## src/rtl/pfsa_pkg.sv

```systemverilog
// ----------------------------------------------------------------------------
// pfsa_pkg
// Shared constants, codes and controller/datapath interface types.
// ----------------------------------------------------------------------------
`default_nettype none

package pfsa_pkg;

    localparam int DEF_STACK_DEPTH      = 8192;
    localparam int DEF_RESERVED_ENTRIES = 2;

    localparam int ADDR_W       = 32;
    localparam int PAGE_SHIFT   = 12;
    localparam int FRAME_W      = ADDR_W - PAGE_SHIFT;
    localparam int GROW_ENTRIES = 1024;
    localparam int USED_W       = 21;
    localparam int STATUS_W     = 3;
    localparam int CFG_IDX_W    = 3;

    localparam logic [ADDR_W-1:0] PAGE_BYTES = ADDR_W'(1) << PAGE_SHIFT;
    localparam logic [USED_W-1:0] USED_MAX   = '1;

    typedef logic [STATUS_W-1:0] t_status;

    localparam t_status ST_OK       = 3'd0;
    localparam t_status ST_OOM      = 3'd1;
    localparam t_status ST_UNINIT   = 3'd2;
    localparam t_status ST_BAD_FREE = 3'd3;
    localparam t_status ST_IGNORED  = 3'd4;
    localparam t_status ST_ABSORBED = 3'd5;
    localparam t_status ST_DROPPED  = 3'd6;

    typedef logic [CFG_IDX_W-1:0] t_cfg_idx;

    localparam t_cfg_idx REG_PAGING_ON      = 3'd0;
    localparam t_cfg_idx REG_BUMP_START     = 3'd1;
    localparam t_cfg_idx REG_RANGE_CHECK_ON = 3'd2;
    localparam t_cfg_idx REG_LOWEST_FRAME   = 3'd3;
    localparam t_cfg_idx REG_HIGHEST_FRAME  = 3'd4;

    typedef logic [1:0] t_grant_sel;

    localparam t_grant_sel GRANT_NONE = 2'd0;
    localparam t_grant_sel GRANT_BUMP = 2'd1;
    localparam t_grant_sel GRANT_POP  = 2'd2;

    // Controller to datapath
    typedef struct packed {
        logic       load;
        logic       bump;
        logic       pop;
        logic       push;
        logic       grow;
        logic       finish;
        t_grant_sel grant_sel;
        t_status    status;
    } t_ctrl_cmd;

    // Datapath to controller
    typedef struct packed {
        logic is_free;
        logic paging_on;
        logic bp_zero;
        logic reserve_hit;
        logic pop_ok;
        logic in_range;
        logic below_bp;
        logic stack_full;
        logic cap_max;
    } t_dp_status;

endpackage

`default_nettype wire

```

## src/rtl/pfsa_ctrl.sv

```systemverilog
// ----------------------------------------------------------------------------
// pfsa_ctrl
// Request sequencer: decodes each request against datapath status and
// issues bump, pop, push and grow steps until a result is ready.
// ----------------------------------------------------------------------------
`default_nettype none

module pfsa_ctrl (
    input  logic                   i_clk,
    input  logic                   i_rst_n,
    input  logic                   i_start,
    input  pfsa_pkg::t_dp_status   i_sts,
    output logic                   o_busy,
    output pfsa_pkg::t_ctrl_cmd    o_ctl
);
    import pfsa_pkg::*;

    localparam logic [1:0] S_IDLE     = 2'd0;
    localparam logic [1:0] S_EXEC     = 2'd1;
    localparam logic [1:0] S_POP_WAIT = 2'd2;

    logic [1:0] r_state;
    logic [1:0] n_state;
    t_ctrl_cmd  ctl;

    always_comb begin
        n_state       = r_state;
        ctl           = '0;
        ctl.grant_sel = GRANT_NONE;
        ctl.status    = ST_OK;
        unique case (r_state)
            S_IDLE: begin
                if (i_start) begin
                    ctl.load = 1'b1;
                    n_state  = S_EXEC;
                end
            end
            S_EXEC: begin
                n_state    = S_IDLE;
                ctl.finish = 1'b1;
                if (i_sts.is_free) begin
                    priority if (!i_sts.paging_on) begin
                        ctl.status = ST_BAD_FREE;
                    end else if (i_sts.below_bp) begin
                        ctl.status = ST_IGNORED;
                    end else if (!i_sts.in_range) begin
                        ctl.status = ST_BAD_FREE;
                    end else if (i_sts.stack_full && i_sts.cap_max) begin
                        ctl.status = ST_DROPPED;
                    end else if (i_sts.stack_full) begin
                        ctl.grow   = 1'b1;
                        ctl.status = ST_ABSORBED;
                    end else begin
                        ctl.push   = 1'b1;
                    end
                end else begin
                    priority if (i_sts.bp_zero) begin
                        ctl.status = ST_UNINIT;
                    end else if (!i_sts.paging_on) begin
                        // Take the page at the pointer; skip it and loop if out of range
                        ctl.bump = 1'b1;
                        if (i_sts.in_range) begin
                            ctl.grant_sel = GRANT_BUMP;
                        end else begin
                            ctl.finish = 1'b0;
                            n_state    = S_EXEC;
                        end
                    end else if (i_sts.reserve_hit) begin
                        ctl.status = ST_OOM;
                    end else begin
                        ctl.pop = 1'b1;
                        if (i_sts.pop_ok) begin
                            ctl.grant_sel = GRANT_POP;
                        end else begin
                            // Discard the entry; wait for the read of the next one
                            ctl.finish = 1'b0;
                            n_state    = S_POP_WAIT;
                        end
                    end
                end
            end
            S_POP_WAIT: begin
                n_state = S_EXEC;
            end
            default: begin
                n_state = S_IDLE;
            end
        endcase
    end

    always_ff @(posedge i_clk) begin
        if (!i_rst_n) begin
            r_state <= S_IDLE;
        end else begin
            r_state <= n_state;
        end
    end

    assign o_busy = (r_state != S_IDLE);
    assign o_ctl  = ctl;

endmodule

`default_nettype wire

```

## config.mk

```make
export PLATFORM = sky130hd
export DESIGN_NAME = pfsa_ctrl
export DESIGN_NICKNAME = d
export VERILOG_FILES = /design/src/rtl/pfsa_pkg.sv /design/src/rtl/pfsa_ctrl.sv
export SDC_FILE = /design/constraint.sdc
export NUM_CORES = 1
export LEC_CHECK = 0
export BUFFER_PORTS_ARGS = -buffer_cell sky130_fd_sc_hd__buf_2
export CAP_MARGIN = 20
export CORE_AREA = 2 2 39 41
export DETAILED_ROUTE_END_ITERATION = 8
export DIE_AREA = 0 0 41 43
export PLACE_DENSITY = 0.53
export SLEW_MARGIN = 20
export SYNTH_ARGS = -nofsm -noshare
export SYNTH_HDL_FRONTEND = slang
export SYNTH_SLANG_ARGS = --single-unit
export TNS_END_PERCENT = 10
```

## constraint.sdc

```tcl
create_clock -name i_clk -period 1.45 [get_ports i_clk]
set_input_delay 0 -clock i_clk [delete_from_list [all_inputs] [get_ports i_clk]]
set_output_delay 0 -clock i_clk [all_outputs]
set_load 0.02 [all_outputs]
```

# Word-level counts from Yosys, hierarchy flattened
# Cells that the tools add are included.
# op_classes
n_eq_ne	3
mux	40
n_reduce_logical	3
# ops
op	count
$mux 2	15
$mux 3	10
$mux 1	13
$mux 10	1
$pmux 2 s3	1
$eq 2x1->1 const B	1
$eq 2x2->1 const B	1
$logic_not 2->1	1
$ne 2x2->1 const B	1
$reduce_bool 2->1	1
$logic_and 1x1->1	1
# totals
regBits	2
inputBits	12
out_inout_bits	12
word_cells	47

# Longest topological paths before layout
# Gate-level depths: netlist (run 1).
# depth
word_depth	7
depth_mapped	3
depth_no_buf	3

# Worst setup path before layout (run 1)
# No wires, ideal clock.
# synth_path
kind	reg2out
from	reg r_state[1]
to	out o_ctl[4] (netlist bit)
arrival_time_ns	1.385
required_ns	1.450
setup_slack_ns	0.065
path_stages_with_launch	4
path_buffers	0
cell_sequence	dfxtp_1 -> nand2b_1 -> nor4_2 -> and2_1
# synth_lines
element	line	source
from (decl)	pfsa_ctrl.sv:22	logic [1:0] r_state;
from (signal assigned)	pfsa_ctrl.sv:95	r_state <= n_state;
to (decl)	pfsa_ctrl.sv:14	output pfsa_pkg::t_ctrl_cmd o_ctl

==> results of run 1 <==
## worst max-delay path, stage by stage (launching register included)
cell and delay [ns]:
dfxtp_1 0.31, nand2b_4 0.14, or4b_4 0.50, nor2_2 0.11, buf_6 0.12
## per-layer routing
metal	track usage	vias up	routed length, µm
met5	0	-	0
met4	0.0800	0	0
met3	0.0419	0	76
met2	0.138	14	421
met1	0.0955	158	294
li1	-	180	-
## where the power goes
part / switching, W / internal, W / leakage, nW
combinational: 0.0000544 / 0.0000381 / 0.199
sequential: 0.00000204 / 0.0000573 / 0.0164
clock: 0.0000362 / 0.0000917 / 0.0138
total: 0.0000926 / 0.000187 / 0.229
## worst paths after layout
check / startpoint / endpoint / slack, ns / cells past startpoint
setup / recovery: r_state[1] / o_ctl[7] / 0.04 / 4
hold reg to reg: r_state[0] / r_state[0] / 0.60 / 2
setup reg to reg: r_state[1] / r_state[1] / 0.37 / 4
hold / removal: i_rst_n / r_state[0] / 0.02 / 2
## cell type report
class | instances | area (µm²) | area share
sequential | 2 | 40.0 | 0.0886
tap | 16 | 20.0 | 0.0443
multi-input combinational | 31 | 226 | 0.501
clock buffer | 3 | 22.5 | 0.0499
timing repair buffer | 24 | 135 | 0.299
inverter | 2 | 7.51 | 0.0166
## through the flow
stage / total power (W) / util / hold WS, ns / setup slack [ns] / instances
after floorplan: 0.000103 / - / 0.0576 / 0.0651 / 35
after global placement: 0.000145 / 0.279 / 0.246 / 0.243 / 75
after detailed placement: 0.000144 / 0.279 / 0.248 / 0.217 / 75
after CTS: 0.000287 / 0.317 / 0.00664 / 0.0324 / 78
after global routing: 0.000298 / 0.326 / 0.0348 / -0.0129 / 78
final: 0.000280 / 0.326 / 0.0153 / 0.0424 / 78
## logic make-up (layout without fill, tap and decap cells)
logic type,after synthesis,count (layout),share of synthesized area
and+or+nand+nor,22,22,0.569
buffers and inverters,2,29,0.0308
DFF,2,2,0.164
AOI/OAI and AO/OA,9,9,0.236
## layout by cell type, fill, tap and decap left out
cell	n
nor2b_1	2
a22o_1	1
buf_2	21
and2_1	2
inv_1	2
nand2b_4	1
buf_4	1
buf_6	2
a31oi_1	1
nor2_1	5
or4b_4	1
or2_2	1
and3b_1	1
a211o_1	1
o21a_1	1
nor2_2	2
clkbuf_4	3
nand2_1	1
dfxtp_1	2
nand2_2	1
nor4_4	2
nor3_1	1
a21oi_1	4
nand2b_1	2
o22ai_1	1
==> impl_metrics.tcl, run 1 <==
set metrics [dict create \
    status "finished, final reports clean" \
    synth_nets 47 \
    path_max_fanout 3 \
    reg.largest.list "r_state x2" \
    place.gp.congestion 0.699 \
    drt_iter0_markers 5 \
    ys_warn_count 0 \
    post-cts-setup-buffer-count 0 \
    finalCritPeriodShare 0.971 \
    synth-seq-area-share 0.164 \
    drt_first_pass_iters 4 \
    cts_resized 5 \
    period_needed_ns 1.41 \
    clock.fmax_ghz 0.710 \
    grt_max_degree 8 \
    cts.htree.levels 1 \
    rsz0062_at_grt "true" \
    synthTopCellsByCount "7 x nor2_1, 4 x a21oi_1, 3 x nand2b_1" \
    synth-edff-count 0 \
    async_flop_share 0 \
    grt_remaining_overflow 0 \
    fp.dieW_um 41 \
    antenna_cells 0 \
    antenna_found_initial 0 \
    synth_ff_type "dfxtp_1" \
    skew_ns 0.00379 \
    core_mm2 0.00138 \
    cts_sinks 2 \
    area_delta_synth_final_pct 85.1 \
    cts_buffers 3 \
    cts_buffer_depth 2 \
    synthMostInstantiatedCell "nor2_1" \
    power_density_mw_per_mm2 619 \
    synth_cells 35 \
    crit_required_ns 1.45 \
    nNetsFinal 76 \
    via_per_inst 4.51 \
    placed_cell_area_um2 387 \
    synth_area_leaders "dfxtp_1 16%, nor2_1 11%, nor4_2 10%" \
    regMostFlops "r_state" \
    tns_ns 0 \
    die_area_mm2 0.00176 \
    die_h_um 43 \
    clkLatencyLatePin_ns 0.23 \
    std_cell_rows 14 \
    root_buffer "clkbuf_4" \
    ioPinCount 24 \
    synth_top_area_share 0.164 \
    postCtsHoldBufs 0 \
    hold_violations 0 \
    cts_tree "done" \
    setup_viol 0 \
    crit_path_start_kind "flip-flop" \
    drv_slew 0 \
    drv_cap 0 \
    drt_wl_total_um 792 \
    via_count 352 \
    path_class "flip-flop to output port" \
    tightest_slew_ns 0.275 \
    grt.total_usage 0.0941 \
    io_buffer_count 23 \
    crit_arrival_ns 1.41 \
    hold_class "primary input to flip-flop" \
    grt_pass1_wl_um 1100 \
    hpwlAfterDp_um 588 \
    maxSlewHeadroom 0.815 \
    fill_cells 161 \
    synth_area_per_cell_um2 6.97 \
    syn_area_um2 244 \
    ys_ff_latch 2 \
    synth_top_area_cell "dfxtp_1" \
    ys_types 19 \
    fin_area_um2 452 \
    drive_gt1_frac 0.565 \
    start_util 0.176 \
    wl_per_cell_um 10.2 \
    total_leakage_power_nw 0.229 \
    largest_reg_flops 2 \
    grt_pass1_vias 300 \
    end_kind "output port" \
    ant_nets 0 \
    irDropWorstVdd_uv 196 \
    drc 0 \
    clk_pin_slew_worst_paths_ns 0.03 \
]
(Power assumes the default switching activity.)
==> run 2, diff against run 1 <==
- ABC_CLOCK_PERIOD_IN_PS: default -> 1450
- RECOVER_POWER: default -> 50
==> impl_metrics.tcl, run 2 (synthesis gave the netlist of run 1 again) <==
set metrics [dict create \
    place.gp.congestion 0.699 \
    drv_slew 0 \
    path_max_fanout 3 \
    hpwlAfterDp_um 588 \
    grt_remaining_overflow 0 \
    postCtsHoldBufs 0 \
    placed_cell_area_um2 387 \
    rsz0062_at_grt "true" \
    die_h_um 43 \
    cts_tree "done" \
    crit_path_max_incr_delay_ns 0.50 \
    crit_required_ns 1.45 \
    numPlacedInstances 75 \
    clock.fmax_ghz 0.711 \
    die_area_mm2 0.00176 \
    cts_sinks 2 \
    ant_nets 0 \
    antenna_cells 0 \
    grt.total_usage 0.0941 \
    regMostFlops "r_state" \
    total_leakage_power_nw 0.214 \
    core_mm2 0.00138 \
    crit_chain "nand2b_4, or4b_4, nor2_2, buf_6" \
    cts_buffers 3 \
    cts.htree.levels 1 \
    drt_first_pass_iters 4 \
    grt_pass1_wl_um 1100 \
    grt_max_degree 8 \
    crit_path_start_kind "flip-flop" \
    drv_cap 0 \
    period_needed_ns 1.41 \
    drt_wl_total_um 797 \
    layout_commonest_cell "buf_2" \
    std_cell_rows 14 \
    path_class "flip-flop to output port" \
    nNetsFinal 76 \
    grt_pass1_vias 300 \
    status "finished, final reports clean" \
    drc 0 \
    wl_per_cell_um 10.2 \
    root_buffer "clkbuf_4" \
    maxSlewHeadroom 0.815 \
    drive_gt1_frac 0.500 \
    setup_viol 0 \
    critical_path.slowest_cell "or4b_4" \
    reg.largest.list "r_state x2" \
    hold_violations 0 \
    skew_ns 0.00379 \
    fin_area_um2 447 \
    end_kind "output port" \
    area_delta_synth_final_pct 83.1 \
    finalCritPeriodShare 0.971 \
    tightest_slew_ns 0.276 \
    clkLatencyLatePin_ns 0.23 \
    instances_no_fill 78 \
    start_util 0.176 \
    io_buffer_count 23 \
    antenna_found_initial 0 \
    drt_iter0_markers 5 \
    crit_arrival_ns 1.41 \
    via_count 363 \
    via_per_inst 4.65 \
    hold_class "primary input to flip-flop" \
    fp.dieW_um 41 \
    cts_buffer_depth 2 \
    final_cell_mix "17 x buf_2, 5 x nor2_1, 4 x a21oi_1, 4 x clkbuf_1, 3 x clkbuf_4" \
    power_density_mw_per_mm2 624 \
    clk_pin_slew_worst_paths_ns 0.03 \
    irDropWorstVdd_uv 196 \
    largest_reg_flops 2 \
    ioPinCount 24 \
]
[run 2: critical path, delay by kind of cell (launching register included)]
family / cells / cell delay [ns]
DFF: 1 / 0.31
and+or+nand+nor: 3 / 0.75
buffers and inverters: 1 / 0.12
[run 2: worst paths after layout]
kind / from / to / slack (ns) / cells after the start
worst max-delay path: r_state[1] / o_ctl[7] / 0.04 / 4
worst min-delay path: i_rst_n / r_state[0] / 0.02 / 2
worst max register to register: r_state[1] / r_state[1] / 0.37 / 4
worst min register to register: r_state[0] / r_state[0] / 0.60 / 2
[run 2: final cells by class]
type	count	area [µm²]
clock buffer	3	22.5
sequential	2	40.0
fill	164	937
multi-input combinational	31	226
timing repair buffer	24	130
inverter	2	7.51
tap	16	20.0
[run 2: layer usage]
| layer | track usage | share of wire | vias to the layer above |
|---|---|---|---|
| met2 | 0.138 | 0.53 | 23 |
| met4 | 0.0800 | 0 | 0 |
| li1 | - | - | 180 |
| met3 | 0.0419 | 0.11 | 0 |
| met1 | 0.0955 | 0.36 | 160 |
| met5 | 0 | 0 | - |
[run 2: stage by stage]
stage	power [W]	hold slack (ns)	setup TNS, ns	utilization	setup WS (ns)
2_1_floorplan	0.000103	0.0576	0	-	0.0651
3_3_place_gp	0.000145	0.246	0	0.279	0.243
6_report	0.000279	0.0152	0	0.323	0.0427
4_1_cts	0.000287	0.00664	0	0.317	0.0324
3_5_place_dp	0.000144	0.248	0	0.279	0.217
5_1_grt	0.000297	0.0348	-0.0239	0.323	-0.0129
[run 2: where the power goes]
group          switching [W]  internal [W]
Sequential        0.00000204     0.0000573
Combinational      0.0000548     0.0000366
Clock              0.0000362     0.0000917
[run 2: timing repair]
action                     CTS  global route
cloned                       0             0
resized for setup            5             4
buffers inserted             0             0
setup endpoints to repair    4             2
==> run 3, diff against run 2 <==
- ABC_AREA: default -> 1
- SETUP_SLACK_MARGIN: default -> 0.1
==> impl_metrics.tcl, run 3 <==
set metrics [dict create \
    wl_per_cell_um 8.27 \
    rsz0062_at_grt "false" \
    power_frac_clock 0.443 \
    fill_cells 175 \
    postCtsHoldBufs 0 \
    crit_arrival_ns 1.15 \
    r2r_end "r_state[0]" \
    grt_pass1_wl_um 1140 \
    status "finished, final reports clean" \
    regMostFlops "r_state" \
    placed_cell_area_um2 387 \
    holdPathEnd "r_state[1]" \
    hpwlAfterDp_um 648 \
    final_util 0.291 \
    cts_buffer_depth 2 \
    synth_ff_type "dfxtp_1" \
    path_class "flip-flop to output port" \
    ant_nets 0 \
    seqCellArea_um2 40.0 \
    path_max_fanout 8 \
    place.gp.congestion 0.738 \
    grt_remaining_overflow 0 \
    grt.total_usage 0.0900 \
    layout_commonest_cell "buf_2" \
    synthMostInstantiatedCell "nor2_1" \
    fp.dieW_um 41 \
    synth_area_per_cell_um2 5.03 \
    async_flop_share 0 \
    die_h_um 43 \
    hold_violations 0 \
    via_per_inst 4.09 \
    synth_cells 50 \
    synthTopCellsByCount "12 x nor2_1, 10 x nand2_1, 8 x inv_1, 4 x nor3_1, 3 x a21oi_1" \
    total_leakage_power_nw 0.232 \
    switching_share 0.336 \
    std_cell_rows 14 \
    synth_nets 62 \
    worstHoldStart "i_rst_n" \
    p_sw_w 0.0000920 \
    grt_pass1_vias 322 \
    cts_buffers 3 \
    final_cell_mix "18 x buf_2, 12 x nor2_1, 10 x nand2_1" \
    period_needed_ns 1.15 \
    drt_iter0_markers 3 \
    reg.largest.list "r_state x2" \
    syn_area_um2 251 \
    nNetsFinal 90 \
    end_kind "output port" \
    ys_ff_latch 2 \
    antenna_cells 0 \
    cts_tree "done" \
    post-cts-setup-buffer-count 0 \
    hold_class "primary input to flip-flop" \
    r2r_start "r_state[1]" \
    clock.fmax_ghz 0.867 \
    irDropWorstVdd_uv 182 \
    r2r_cells 4 \
    cts_resized 0 \
    clkLatencyLatePin_ns 0.22 \
    holdPathStages 3 \
    synth_top_area_share 0.179 \
    synth-edff-count 0 \
    io_buffer_count 23 \
    finalCritPeriodShare 0.795 \
    crit_required_ns 1.45 \
    skew_ns 0.000187 \
    clk_pin_slew_worst_paths_ns 0.03 \
    reg2reg_slack_ns 0.67 \
    power_density_mw_per_mm2 679 \
    setup_viol 0 \
    drv_cap 0 \
    fin_area_um2 403 \
    synth_top_area_cell "nor2_1" \
    tns_ns 0 \
    drc 0 \
    drive_gt1_frac 0.342 \
    ys_types 13 \
    drt_wl_total_um 761 \
    multi_input_area_um2 174 \
    ioPinCount 24 \
    synth-seq-area-share 0.159 \
    drt_first_pass_iters 4 \
    cts_sinks 2 \
    cts.htree.levels 1 \
    p_seq_frac 0.219 \
    root_buffer "clkbuf_4" \
    ys_warn_count 0 \
    combPwrFrac 0.338 \
    intPower_w 0.000182 \
    largest_reg_flops 2 \
    maxSlewHeadroom 0.830 \
    via_count 376 \
    crit_path_start_kind "flip-flop" \
    hold_ws_ns 0.0275 \
    drv_slew 0 \
    tightest_slew_ns 0.256 \
    core_mm2 0.00138 \
    die_area_mm2 0.00176 \
    start_util 0.182 \
    grt_max_degree 9 \
    antenna_found_initial 0 \
    synth_area_leaders "nor2_1 18%, dfxtp_1 16%, nand2_1 15%" \
    area_delta_synth_final_pct 60.2 \
]
==> run 3: cell count changes in the layout (fill, tap and decap cells not counted), moves of 3 or more <==
cell,delta
nor3_1,+3
nor2_1,+7
nand2_1,+9
inv_1,+6
o21ai_0,+3
==> run 3: worst max path at each step <==
stage,startpoint,endpoint,slack [ns],cells past startpoint
6_report,r_state[1],o_ctl[2],0.30,4
5_1_grt,r_state[1],o_ctl[7],0.15,6
4_1_cts,r_state[1],o_ctl[7],0.28,6
3_5_place_dp,r_state[1],o_ctl[7],0.51,6
3_3_place_gp,r_state[0],o_ctl[0],0.53,5
2_1_floorplan,r_state[1],o_ctl[2],0.48,3
==> run 3: layout make-up <==
| cell class | instances | area share |
|---|---|---|
| inverters | 10 | 0.0932 |
| well taps | 16 | 0.0497 |
| clock buffers | 3 | 0.0559 |
| repair buffers | 23 | 0.270 |
| flip-flops and latches | 2 | 0.0994 |
| multi-input cells | 38 | 0.432 |
==> run 3: per-stage QoR <==
stage | setup WS (ns) | power [W] | instances
2_1_floorplan | 0.479 | 0.000117 | 50
3_3_place_gp | 0.525 | 0.000157 | 89
3_5_place_dp | 0.514 | 0.000156 | 89
4_1_cts | 0.278 | 0.000280 | 92
5_1_grt | 0.148 | 0.000299 | 92
6_report | 0.297 | 0.000274 | 92
==> run 3: power by group through the flow <==
stage          Combinational, W  Clock (W)  Sequential [W]
6_report              0.0000925   0.000121       0.0000600
5_1_grt                0.000105   0.000134       0.0000606
4_1_cts               0.0000957   0.000124       0.0000601
3_5_place_dp          0.0000955          0       0.0000605
3_3_place_gp          0.0000959          0       0.0000608
2_1_floorplan         0.0000563          0       0.0000603
==> run 3: logic make-up (layout without fill, tap and decap cells) <==
logic type | Yosys count | count (layout) | synth area share
AO/OA/AOI/OAI | 8 | 8 | 0.184
buffers and inverters | 10 | 36 | 0.149
flip-flops | 2 | 2 | 0.159
AND/OR/NAND/NOR | 30 | 30 | 0.507
==> run 3: critical path, stage by stage, from the launching register on <==
cell and delay [ns]:
dfxtp_1 0.28, inv_1 0.09, nand2_2 0.12, nor3_1 0.19
clkbuf_1 0.25
==> run 3: per-layer routing <==
layer,track usage,up-vias,share of wire
met5,0,-,0
met4,0.0200,0,0
met3,0.0314,0,0.087
met2,0.150,14,0.47
met1,0.105,154,0.44
li1,-,208,-
